### src/design/htfd_pkg.sv
// Shared types, constants and the CRC-8 step for the frame decoder.
package htfd_pkg;

    localparam int BYTE_W  = 8;
    localparam int WORD_W  = 16;
    localparam int POS_W   = 3;
    localparam int TEMP_W  = 15;
    localparam int HUM_W   = 14;
    localparam int TPROD_W = 31;
    localparam int HPROD_W = 30;

    localparam logic [BYTE_W-1:0] CRC_INIT = 8'hFF;
    localparam logic [BYTE_W-1:0] CRC_POLY = 8'h31;

    localparam logic [POS_W-1:0] POS_T_HI  = 3'd0;
    localparam logic [POS_W-1:0] POS_T_LO  = 3'd1;
    localparam logic [POS_W-1:0] POS_T_CRC = 3'd2;
    localparam logic [POS_W-1:0] POS_H_HI  = 3'd3;
    localparam logic [POS_W-1:0] POS_H_LO  = 3'd4;
    localparam logic [POS_W-1:0] POS_H_CRC = 3'd5;

    localparam logic [TEMP_W-1:0] T_SCALE  = 15'd17500;
    localparam logic [HUM_W-1:0]  H_SCALE  = 14'd10000;
    localparam logic [WORD_W-1:0] DIV_K    = 16'hFFFF;
    localparam logic signed [TEMP_W:0] T_OFFSET = 16'sd4500;

    typedef struct packed {
        logic               failed;
        logic [TPROD_W-1:0] t_prod;
        logic [HPROD_W-1:0] h_prod;
    } prod_t;

    function automatic logic [BYTE_W-1:0] crc8_update(
        input logic [BYTE_W-1:0] crc,
        input logic [BYTE_W-1:0] b
    );
        logic [BYTE_W-1:0] c;
        c = crc ^ b;
        for (int i = 0; i < BYTE_W; i++)
        begin
            if (c[BYTE_W-1])
                c = {c[BYTE_W-2:0], 1'b0} ^ CRC_POLY;
            else
                c = {c[BYTE_W-2:0], 1'b0};
        end
        return c;
    endfunction

endpackage

### src/design/htfd_in_if.sv
// Byte input channel.
interface htfd_in_if;
    logic       valid;
    logic       ready;
    logic [7:0] rx_byte;
    logic       frame_start;

    modport source (output valid, output rx_byte, output frame_start, input ready);
    modport sink   (input valid, input rx_byte, input frame_start, output ready);
endinterface

### src/design/htfd_out_if.sv
// Decoded frame result channel.
interface htfd_out_if;
    logic               valid;
    logic               ready;
    logic               status;
    logic signed [14:0] temperature_centi;
    logic [13:0]        humidity_centi;

    modport source (output valid, output status, output temperature_centi,
                    output humidity_centi, input ready);
    modport sink   (input valid, input status, input temperature_centi,
                    input humidity_centi, output ready);
endinterface

### src/design/htfd_parser.sv
// Input register, frame position/CRC tracking and scale products.
module htfd_parser (
    input  logic            clk,
    input  logic            rst_n,
    htfd_in_if.sink         rx,
    output logic            prod_valid,
    output htfd_pkg::prod_t prod,
    input  logic            prod_take
);
    import htfd_pkg::*;

    logic              s1_valid_reg, s1_valid_next;
    logic [BYTE_W-1:0] s1_byte_reg;
    logic              s1_start_reg;

    logic [POS_W-1:0]  pos_reg, pos_next;
    logic [BYTE_W-1:0] crc_reg, crc_next;
    logic [WORD_W-1:0] temp_reg, temp_next;
    logic [WORD_W-1:0] hum_reg, hum_next;
    logic              tcf_reg, tcf_next;

    logic              p_valid_reg, p_valid_next;
    prod_t             p_reg, p_next;

    logic [POS_W-1:0]  pos;
    logic              is_last;
    logic              fire;
    logic              s2_free;
    logic              load;

    always_comb
    begin
        pos = (s1_start_reg || pos_reg > POS_H_CRC) ? POS_T_HI : pos_reg;
        is_last = (pos == POS_H_CRC);
        s2_free = !p_valid_reg || prod_take;
        fire = s1_valid_reg && (!is_last || s2_free);
        load = rx.valid && rx.ready;

        temp_next = temp_reg;
        hum_next  = hum_reg;
        crc_next  = crc_reg;
        tcf_next  = tcf_reg;
        case (pos)
            POS_T_HI:
            begin
                temp_next = {s1_byte_reg, 8'h00};
                crc_next  = crc8_update(CRC_INIT, s1_byte_reg);
            end
            POS_T_LO:
            begin
                temp_next = {temp_reg[WORD_W-1:BYTE_W], s1_byte_reg};
                crc_next  = crc8_update(crc_reg, s1_byte_reg);
            end
            POS_T_CRC:
                tcf_next = (crc_reg != s1_byte_reg);
            POS_H_HI:
            begin
                hum_next = {s1_byte_reg, 8'h00};
                crc_next = crc8_update(CRC_INIT, s1_byte_reg);
            end
            POS_H_LO:
            begin
                hum_next = {hum_reg[WORD_W-1:BYTE_W], s1_byte_reg};
                crc_next = crc8_update(crc_reg, s1_byte_reg);
            end
            default: ;
        endcase
        pos_next = is_last ? POS_T_HI : pos + 3'd1;

        // failed frame: zero products give -4500 and 0 downstream
        p_next.failed = tcf_reg || (crc_reg != s1_byte_reg);
        p_next.t_prod = p_next.failed ? '0 : TPROD_W'(T_SCALE) * TPROD_W'(temp_reg);
        p_next.h_prod = p_next.failed ? '0 : HPROD_W'(H_SCALE) * HPROD_W'(hum_reg);

        if (fire && is_last)
            p_valid_next = 1'b1;
        else if (prod_take)
            p_valid_next = 1'b0;
        else
            p_valid_next = p_valid_reg;

        if (load)
            s1_valid_next = 1'b1;
        else if (fire)
            s1_valid_next = 1'b0;
        else
            s1_valid_next = s1_valid_reg;
    end

    assign rx.ready   = !s1_valid_reg || fire;
    assign prod_valid = p_valid_reg;
    assign prod       = p_reg;

    always_ff @(posedge clk or negedge rst_n)
    begin
        if (!rst_n)
        begin
            s1_valid_reg <= 1'b0;
            p_valid_reg  <= 1'b0;
            pos_reg      <= POS_T_HI;
            crc_reg      <= CRC_INIT;
            temp_reg     <= '0;
            hum_reg      <= '0;
            tcf_reg      <= 1'b0;
        end
        else
        begin
            s1_valid_reg <= s1_valid_next;
            p_valid_reg  <= p_valid_next;
            if (fire)
            begin
                pos_reg  <= pos_next;
                crc_reg  <= crc_next;
                temp_reg <= temp_next;
                hum_reg  <= hum_next;
                tcf_reg  <= tcf_next;
            end
        end
    end

    always_ff @(posedge clk)
    begin
        if (load)
        begin
            s1_byte_reg  <= rx.rx_byte;
            s1_start_reg <= rx.frame_start;
        end
        if (fire && is_last)
            p_reg <= p_next;
    end

    a_pos_range: assert property (@(posedge clk) disable iff (!rst_n)
        pos_reg <= POS_H_CRC)
        else $error("frame position out of range");

    a_prod_held: assert property (@(posedge clk) disable iff (!rst_n)
        p_valid_reg && !prod_take |=> p_valid_reg && $stable(p_reg))
        else $error("pending product lost or changed");

    a_fail_zero: assert property (@(posedge clk) disable iff (!rst_n)
        p_valid_reg && p_reg.failed |-> p_reg.t_prod == '0 && p_reg.h_prod == '0)
        else $error("failed frame carries nonzero products");

endmodule

### src/design/htfd_scaler.sv
// Divide-by-65535 correction, temperature offset and result register.
module htfd_scaler (
    input  logic            clk,
    input  logic            rst_n,
    input  logic            prod_valid,
    input  htfd_pkg::prod_t prod,
    output logic            prod_take,
    htfd_out_if.source      result
);
    import htfd_pkg::*;

    logic                     valid_reg, valid_next;
    logic                     status_reg;
    logic signed [TEMP_W-1:0] temp_reg, temp_next;
    logic [HUM_W-1:0]         hum_reg, hum_next;

    logic [TEMP_W-1:0] tq0;
    logic [HUM_W-1:0]  hq0;
    logic [WORD_W:0]   tr0, hr0;
    logic [TEMP_W-1:0] tq;
    logic [HUM_W-1:0]  hq;
    logic signed [TEMP_W:0] tc;

    // x / 65535: q0 = x >> 16, remainder q0 + x[15:0] < 2*65535, one fixup
    always_comb
    begin
        tq0 = prod.t_prod[TPROD_W-1:WORD_W];
        hq0 = prod.h_prod[HPROD_W-1:WORD_W];
        tr0 = {1'b0, prod.t_prod[WORD_W-1:0]} + (WORD_W+1)'(tq0);
        hr0 = {1'b0, prod.h_prod[WORD_W-1:0]} + (WORD_W+1)'(hq0);
        tq  = tq0 + TEMP_W'(tr0 >= {1'b0, DIV_K});
        hq  = hq0 + HUM_W'(hr0 >= {1'b0, DIV_K});
        tc  = $signed({1'b0, tq}) - T_OFFSET;
        temp_next = tc[TEMP_W-1:0];
        hum_next  = hq;

        prod_take = prod_valid && (!valid_reg || result.ready);
        if (prod_take)
            valid_next = 1'b1;
        else if (result.ready)
            valid_next = 1'b0;
        else
            valid_next = valid_reg;
    end

    assign result.valid             = valid_reg;
    assign result.status            = status_reg;
    assign result.temperature_centi = temp_reg;
    assign result.humidity_centi    = hum_reg;

    always_ff @(posedge clk or negedge rst_n)
    begin
        if (!rst_n)
            valid_reg <= 1'b0;
        else
            valid_reg <= valid_next;
    end

    always_ff @(posedge clk)
    begin
        if (prod_take)
        begin
            status_reg <= prod.failed;
            temp_reg   <= temp_next;
            hum_reg    <= hum_next;
        end
    end

    a_hum_range: assert property (@(posedge clk) disable iff (!rst_n)
        valid_reg |-> hum_reg <= H_SCALE)
        else $error("humidity beyond full scale");

    a_temp_range: assert property (@(posedge clk) disable iff (!rst_n)
        valid_reg |-> temp_reg >= -15'sd4500 && temp_reg <= 15'sd13000)
        else $error("temperature out of range");

    a_fail_out: assert property (@(posedge clk) disable iff (!rst_n)
        valid_reg && status_reg |-> temp_reg == -15'sd4500 && hum_reg == '0)
        else $error("failed frame not reported at sensor defaults");

endmodule

### src/design/humidity_temp_frame_decoder.sv
// Top level of the humidity/temperature sensor frame decoder.
//
//   channel  dir  beat payload
//   rx       in   rx_byte[7:0], frame_start
//   result   out  status, temperature_centi[14:0] (signed), humidity_centi[13:0]
//
// One byte per cycle sustained while results are taken; bytes without a result never stall.
// After the sixth byte's beat the result passes the input register, the product register
// (CRC check and scale multiply), then the divide fixup into the output register.
// Reset clears the frame position to the first byte and the CRC to 0xFF.
// A stalled result holds in the output register; one more result waits behind it
// before rx drops ready, and only while the sixth byte of a frame is next.
module humidity_temp_frame_decoder (
    input  logic       clk,
    input  logic       rst_n,
    htfd_in_if.sink    rx,
    htfd_out_if.source result
);
    import htfd_pkg::*;

    logic  prod_valid;
    logic  prod_take;
    prod_t prod;

    htfd_parser u_parser (
        .clk        (clk),
        .rst_n      (rst_n),
        .rx         (rx),
        .prod_valid (prod_valid),
        .prod       (prod),
        .prod_take  (prod_take)
    );

    htfd_scaler u_scaler (
        .clk        (clk),
        .rst_n      (rst_n),
        .prod_valid (prod_valid),
        .prod       (prod),
        .prod_take  (prod_take),
        .result     (result)
    );

endmodule

### src/flat_wrapper.sv
// flat-port wrapper written by rule: the top's interface ports become plain ports
module humidity_temp_frame_decoder_flat import htfd_pkg::*;
  (clk, rst_n, rx_valid, rx_rx_byte, rx_frame_start, rx_ready, result_valid, result_status, result_temperature_centi, result_humidity_centi, result_ready);
  htfd_in_if rx_i ();
  htfd_out_if result_i ();
  input  logic clk;
  input  logic rst_n;
  input wire logic [$bits(rx_i.valid)-1:0] rx_valid;
  input wire logic [$bits(rx_i.rx_byte)-1:0] rx_rx_byte;
  input wire logic [$bits(rx_i.frame_start)-1:0] rx_frame_start;
  output wire logic [$bits(rx_i.ready)-1:0] rx_ready;
  output wire logic [$bits(result_i.valid)-1:0] result_valid;
  output wire logic [$bits(result_i.status)-1:0] result_status;
  output wire logic [$bits(result_i.temperature_centi)-1:0] result_temperature_centi;
  output wire logic [$bits(result_i.humidity_centi)-1:0] result_humidity_centi;
  input wire logic [$bits(result_i.ready)-1:0] result_ready;
  assign rx_i.valid = rx_valid;
  assign rx_i.rx_byte = rx_rx_byte;
  assign rx_i.frame_start = rx_frame_start;
  assign rx_ready = rx_i.ready;
  assign result_valid = result_i.valid;
  assign result_status = result_i.status;
  assign result_temperature_centi = result_i.temperature_centi;
  assign result_humidity_centi = result_i.humidity_centi;
  assign result_i.ready = result_ready;
  humidity_temp_frame_decoder u_core (.clk(clk), .rst_n(rst_n), .rx(rx_i), .result(result_i));
endmodule
### config.mk
export PLATFORM = sky130hd
export DESIGN_NAME = humidity_temp_frame_decoder_flat
export DESIGN_NICKNAME = d
export VERILOG_FILES = /design/src/design/htfd_pkg.sv /design/src/design/htfd_in_if.sv /design/src/design/htfd_out_if.sv /design/src/design/htfd_parser.sv /design/src/design/htfd_scaler.sv /design/src/design/humidity_temp_frame_decoder.sv /design/src/flat_wrapper.sv
export SDC_FILE = /design/constraint.sdc
export NUM_CORES = 1
export LEC_CHECK = 0
export BUFFER_PORTS_ARGS = -buffer_cell sky130_fd_sc_hd__buf_2
export CORE_MARGIN = 3
export CORE_UTILIZATION = 45
export DETAILED_ROUTE_END_ITERATION = 16
export PLACE_DENSITY = 0.62
export SYNTH_ARGS = -nofsm -noshare
export SYNTH_HDL_FRONTEND = slang
export SYNTH_HIERARCHICAL = 1
export SYNTH_SLANG_ARGS = --single-unit
### constraint.sdc
create_clock -name clk -period 11.9 [get_ports clk]
set_input_delay 1.785 -clock clk [delete_from_list [all_inputs] [get_ports clk]]
set_output_delay 1.785 -clock clk [all_outputs]
set_load 0.05 [all_outputs]
# After elaboration in Yosys (flattened, before gate mapping)
# Index checks and enable logic that the tools add are counted.
# classes
add_sub_neg,6
n_mul,2
order_cmp,3
eq_ne,6
muxes,69
n_bitwise,34
reduce_logical,27
# op_table
op,count
two-way mux 8 bit,28
two-way mux 6 bit,30
inverter 3 bit,30
case mux 16 bit (2 select lines),2
"greater-or-equal comparator 17 x 16 -> 1 bit, second input constant",2
case mux 8 bit (4 select lines),1
"multiplier 13 x 16 -> 29 bit, first input constant",1
"multiplier 10 x 16 -> 26 bit, first input constant",1
adder 16 x 14 -> 17 bit,1
adder 16 x 15 -> 17 bit,1
adder 15 x 1 -> 15 bit,1
"subtractor 15 x 13 -> 15 bit, second input constant",1
adder 14 x 1 -> 14 bit,1
nonzero test 2 bit,5
inequality test 8 bit,1
inverter 8 bit,1
AND reduction 2 bit,4
bitwise XOR 8 bit,1
"== test 3 x 2 -> 1 bit, second input constant",2
"== test 3 bit, second input constant",2
logical OR 1 bit,6
two-way mux 1 bit,6
two-way mux 3 bit,2
AND reduction 3 bit,2
8 further kinds,15
# word_totals
register_bits,148
input_bits,13
out_inout_bits,32
elab_cells,167

# Depth between registers and ports, before layout
# logic_depth
depth_word,26
ltp_mapped,19
ltp_nobuf,19

# Modules after synthesis
# Netlist, hierarchy kept.
# modules_own_cells
module,instances,cells_each,area_per_inst_um2,seq_area_each_um2
htfd_parser,1,1080,10825.4,3113.0
htfd_scaler,1,289,2783.9,925.9

# Least setup slack after synthesis
# OpenSTA, ideal clock, no wires.
# synth_path
kind,input-to-reg
startpoint,input result_ready
endpoint,"register u_core.u_parser.p_reg, in the netlist u_core/u_parser/prod[10], enable pin"
setup_time_ps,470
t_arrival_ps,5442
t_required_ps,11430
setup_slack_ps,5988
stages,6
n_path_buf,0
cell_sequence,nand2b_1 > and2_1 > nand2b_1 > or2_1 > nand2_1 > nor2_1
# synth_between
elab_chain_cells,6
# synth_rtl
element,line_no,rtl
from (decl),flat_wrapper.sv:16,input wire logic [$bits(result_i.ready)-1:0] result_ready;
logical OR 1 bit,htfd_scaler.sv:37,prod_take = prod_valid && (!valid_reg || result.ready);
logical AND 1 bit,htfd_scaler.sv:37,
via u_core.prod_take,humidity_temp_frame_decoder.sv:22,logic prod_take;
logical OR 1 bit,htfd_parser.sv:35,s2_free = !p_valid_reg || prod_take;
logical OR 1 bit,htfd_parser.sv:36,fire = s1_valid_reg && (!is_last || s2_free);
logical AND 1 bit,htfd_parser.sv:36,
logical AND 1 bit,htfd_parser.sv:128,if (fire && is_last)
to (signal assigned),htfd_parser.sv:129,p_reg <= p_next;
to (decl),htfd_parser.sv:23,"prod_t p_reg, p_next;"
# The timed path passes the listed nets, and every way through them passes these cells.
# A chain may end at the register's enable or synchronous reset.

# Worst setup path in the final report
# layout_path
startpoint,input result_ready
endpoint,output rx_ready
# layout_between
elab_chain_cells,6
# layout_rtl
element,line_no,rtl
logical OR 1 bit,htfd_scaler.sv:37,
logical AND 1 bit,htfd_scaler.sv:37,
via u_core.prod_take,humidity_temp_frame_decoder.sv:22,
logical OR 1 bit,htfd_parser.sv:35,
logical OR 1 bit,htfd_parser.sv:36,
logical AND 1 bit,htfd_parser.sv:36,
logical OR 1 bit,htfd_parser.sv:90,assign rx.ready = !s1_valid_reg || fire;
to (decl),flat_wrapper.sv:11,output wire logic [$bits(rx_i.ready)-1:0] rx_ready;
# The timed path passes the listed nets, and every way through them passes these cells.

==> results.md <==
* Status: finished, final reports clean
* Hold-fix buffers, CTS at 0
* Flops & latches, synth at 142
* Endpoints failing setup at 0
* Asr flop ratio synth at 33.1%
* Postcts setup bufs at 0
* Setup TNS at 0 ns
* Dominant synthesized flop cell: edfxtp_1
* Clk_skew at 0.0185 ns
* Detail Placement HPWL at 21800 um
* Max-slew violation count at 0
* Post-synth EDFFs at 95
* Yosys warnings at 6
* Port Buf Inserts at 44
* Global-route wire length before repair at 47000 um
* Synth cell types at 81
* Startpoint types: input pin
* Cts repair resizes at 0
* Worst rel slew slack at 28.7%
* GPL Wtd Cong at 0.885
* Die Width at 180 um
* Filler cells at 2720
* Total gr overflow at 0
* Worst-Margin Slew at 1.07 ns
* DR pass1 iterations at 5
* Seq/Total Area, Yosys at 29.7%
* Synthesized area at 13600 um2
* Met1 WL at 13900 um
* # diodes at 0
* Post-Route WL at 27800 um
* Critical-path maximum fanout at 31
* Largest net degree at the start of global routing at 57
* DR WL met2 at 12600 um
* Initial Utilization at 45.8%
* Htree depth at 4
* Minimum period implied by the final worst setup slack at 4.85 ns
* Core box area at 29700 um2
* DRC Markers at 0
* Max layer used: met4
* Layout Area Growth over Synthesis at 8.73%
* Clock transition at path regs at 0.08 ns
* Mapped Cells at 1369
* Layout Nets at 1696
* Critical path endpoint category: output port
* Num CTS Buffers at 17
* DR WL/cell at 15.4 um
* All-Layer GR Usage at 17.6%
* Vias at 9461
* Root buffer cell: clkbuf_16
* WS Path Type: in2out
* Post-Syn Area per Cell at 9.94 um2
* Share of cells above drive strength 1 at 8.78%
* Met3 wire len at 942 um
* Flip-flop count of the largest register, all copies and words added at 56
* Io pins at 45
* Worst EP arrival at 3.06 ns
* Required time worst endpoint at 10.12 ns
* Clk sink count at 142
* RSZ-0062 raised after global routing: false
* MaxCap Viol Count at 0
* Final Cycle Share at 40.7%
* Hold Fails Final Rpt at 0
* Drt initial violations at 750
* Post-DRT Antenna Nets at 0
* Most common cell after layout, fill and taps aside: inv_1
* Die Span Y at 180 um
* Vias per cell at 5.25
* Clk buf depth at 2
* Most frequent cells in the layout: inv_1 (215), ha_1 (202), edfxtp_1 (95)
* Worst min-delay path class: reg2reg
* CTS tree: done
* Later-pin clock latency in the skew report at 0.43 ns
* Initial antenna violation count at 0
* Die area at 32400 um2
* Number of global-route vias before repair at 9441
* Final hold slack at 0.426 ns
* Max Fclk at 206 MHz
* Rows at 63
## layout make-up
type | count | area [um2] | share of cell area, %
Clock buffer | 17 | 425 | 2.87
Sequential cell | 142 | 4040 | 27.3
Timing Repair Buffer | 49 | 258 | 1.74
Inverter | 215 | 807 | 5.45
Clock inverter | 15 | 199 | 1.34
Tap cell | 390 | 488 | 3.30
Multi-Input combinational cell | 974 | 8580 | 58.0
## synth_stat cells (12+ instances only)
library cell  count  area [um2]
inv_1           215         807
ha_1            202        2530
edfxtp_1         95        2850
nor2_1           88         330
fa_1             82        1640
nand2_1          80         300
xnor2_1          59         517
a21oi_1          54         270
o21ai_0          52         260
xor2_1           51         447
dfrtp_1          39         976
nand3_1          31         155
nand2b_1         21         131
clkbuf_1         19        71.3
nor3_1           18        90.1
buf_2            16        80.1
o21a_1           15         113
a21o_1           14         105
a211oi_1         12        90.1
nand4_1          12        75.1
o21ai_1          12        60.1
## critical path: stages
cell	delay, ns
buf_2	0.07
nand2b_1	0.10
and2_1	0.12
buf_4	0.36
nand2b_1	0.20
nor2_1	0.05
nand2_1	0.10
buf_2	0.27
## per-stage QoR
stage	cells	cell area, um2	util, %	setup slack (ns)
global placement	1770	14200	47.7	7.03
CTS	1802	14800	49.8	7.02
detailed placement	1770	14200	47.7	7.02
finish	1802	14800	49.8	7.05
global route	1802	14800	49.8	6.77
floorplan	1374	13600	-	5.99
## path summary, 6_finish.rpt
| kind | from | endpoint | slack (ns) | cells past startpoint |
|---|---|---|---|---|
| worst max register to register | u_core/u_parser/hum_reg[6] | u_core/u_parser/prod[29] | 7.06 | 17 |
| min in group asynchronous | rst_n | u_core/u_parser/temp_reg[12] | 1.45 | 2 |
| worst max-delay path | result_ready | rx_ready | 7.05 | 8 |
| worst min-delay path | u_core/u_parser/prod[61] | u_core/u_scaler/result.status | 0.43 | 0 |
| worst min register to register | u_core/u_parser/prod[61] | u_core/u_scaler/result.status | 0.43 | 0 |
| max in group asynchronous | rst_n | u_core/u_parser/pos_reg[0] | 10.04 | 2 |
## layer usage
layer / GRT usage (%) / vias up
li1: - / 4748
met1: 25.2 / 4513
met2: 28.2 / 176
met3: 2.49 / 24
met4: 4.52 / 0
met5: 0 / -
## cells by family after synthesis
family                     synth area share (%)
buffers and inverters                      7.46
AOI/OAI and AO/OA                          12.3
other                                    0.0276
adders and majority gates                  30.6
muxes                                      1.71
xor gates and xnor gates                   7.08
and+or+nand+nor                            11.1
DFF                                        29.7
Power is not shown: default switching activity piles up to over one toggle a cycle in this logic, so the estimate is an artifact.
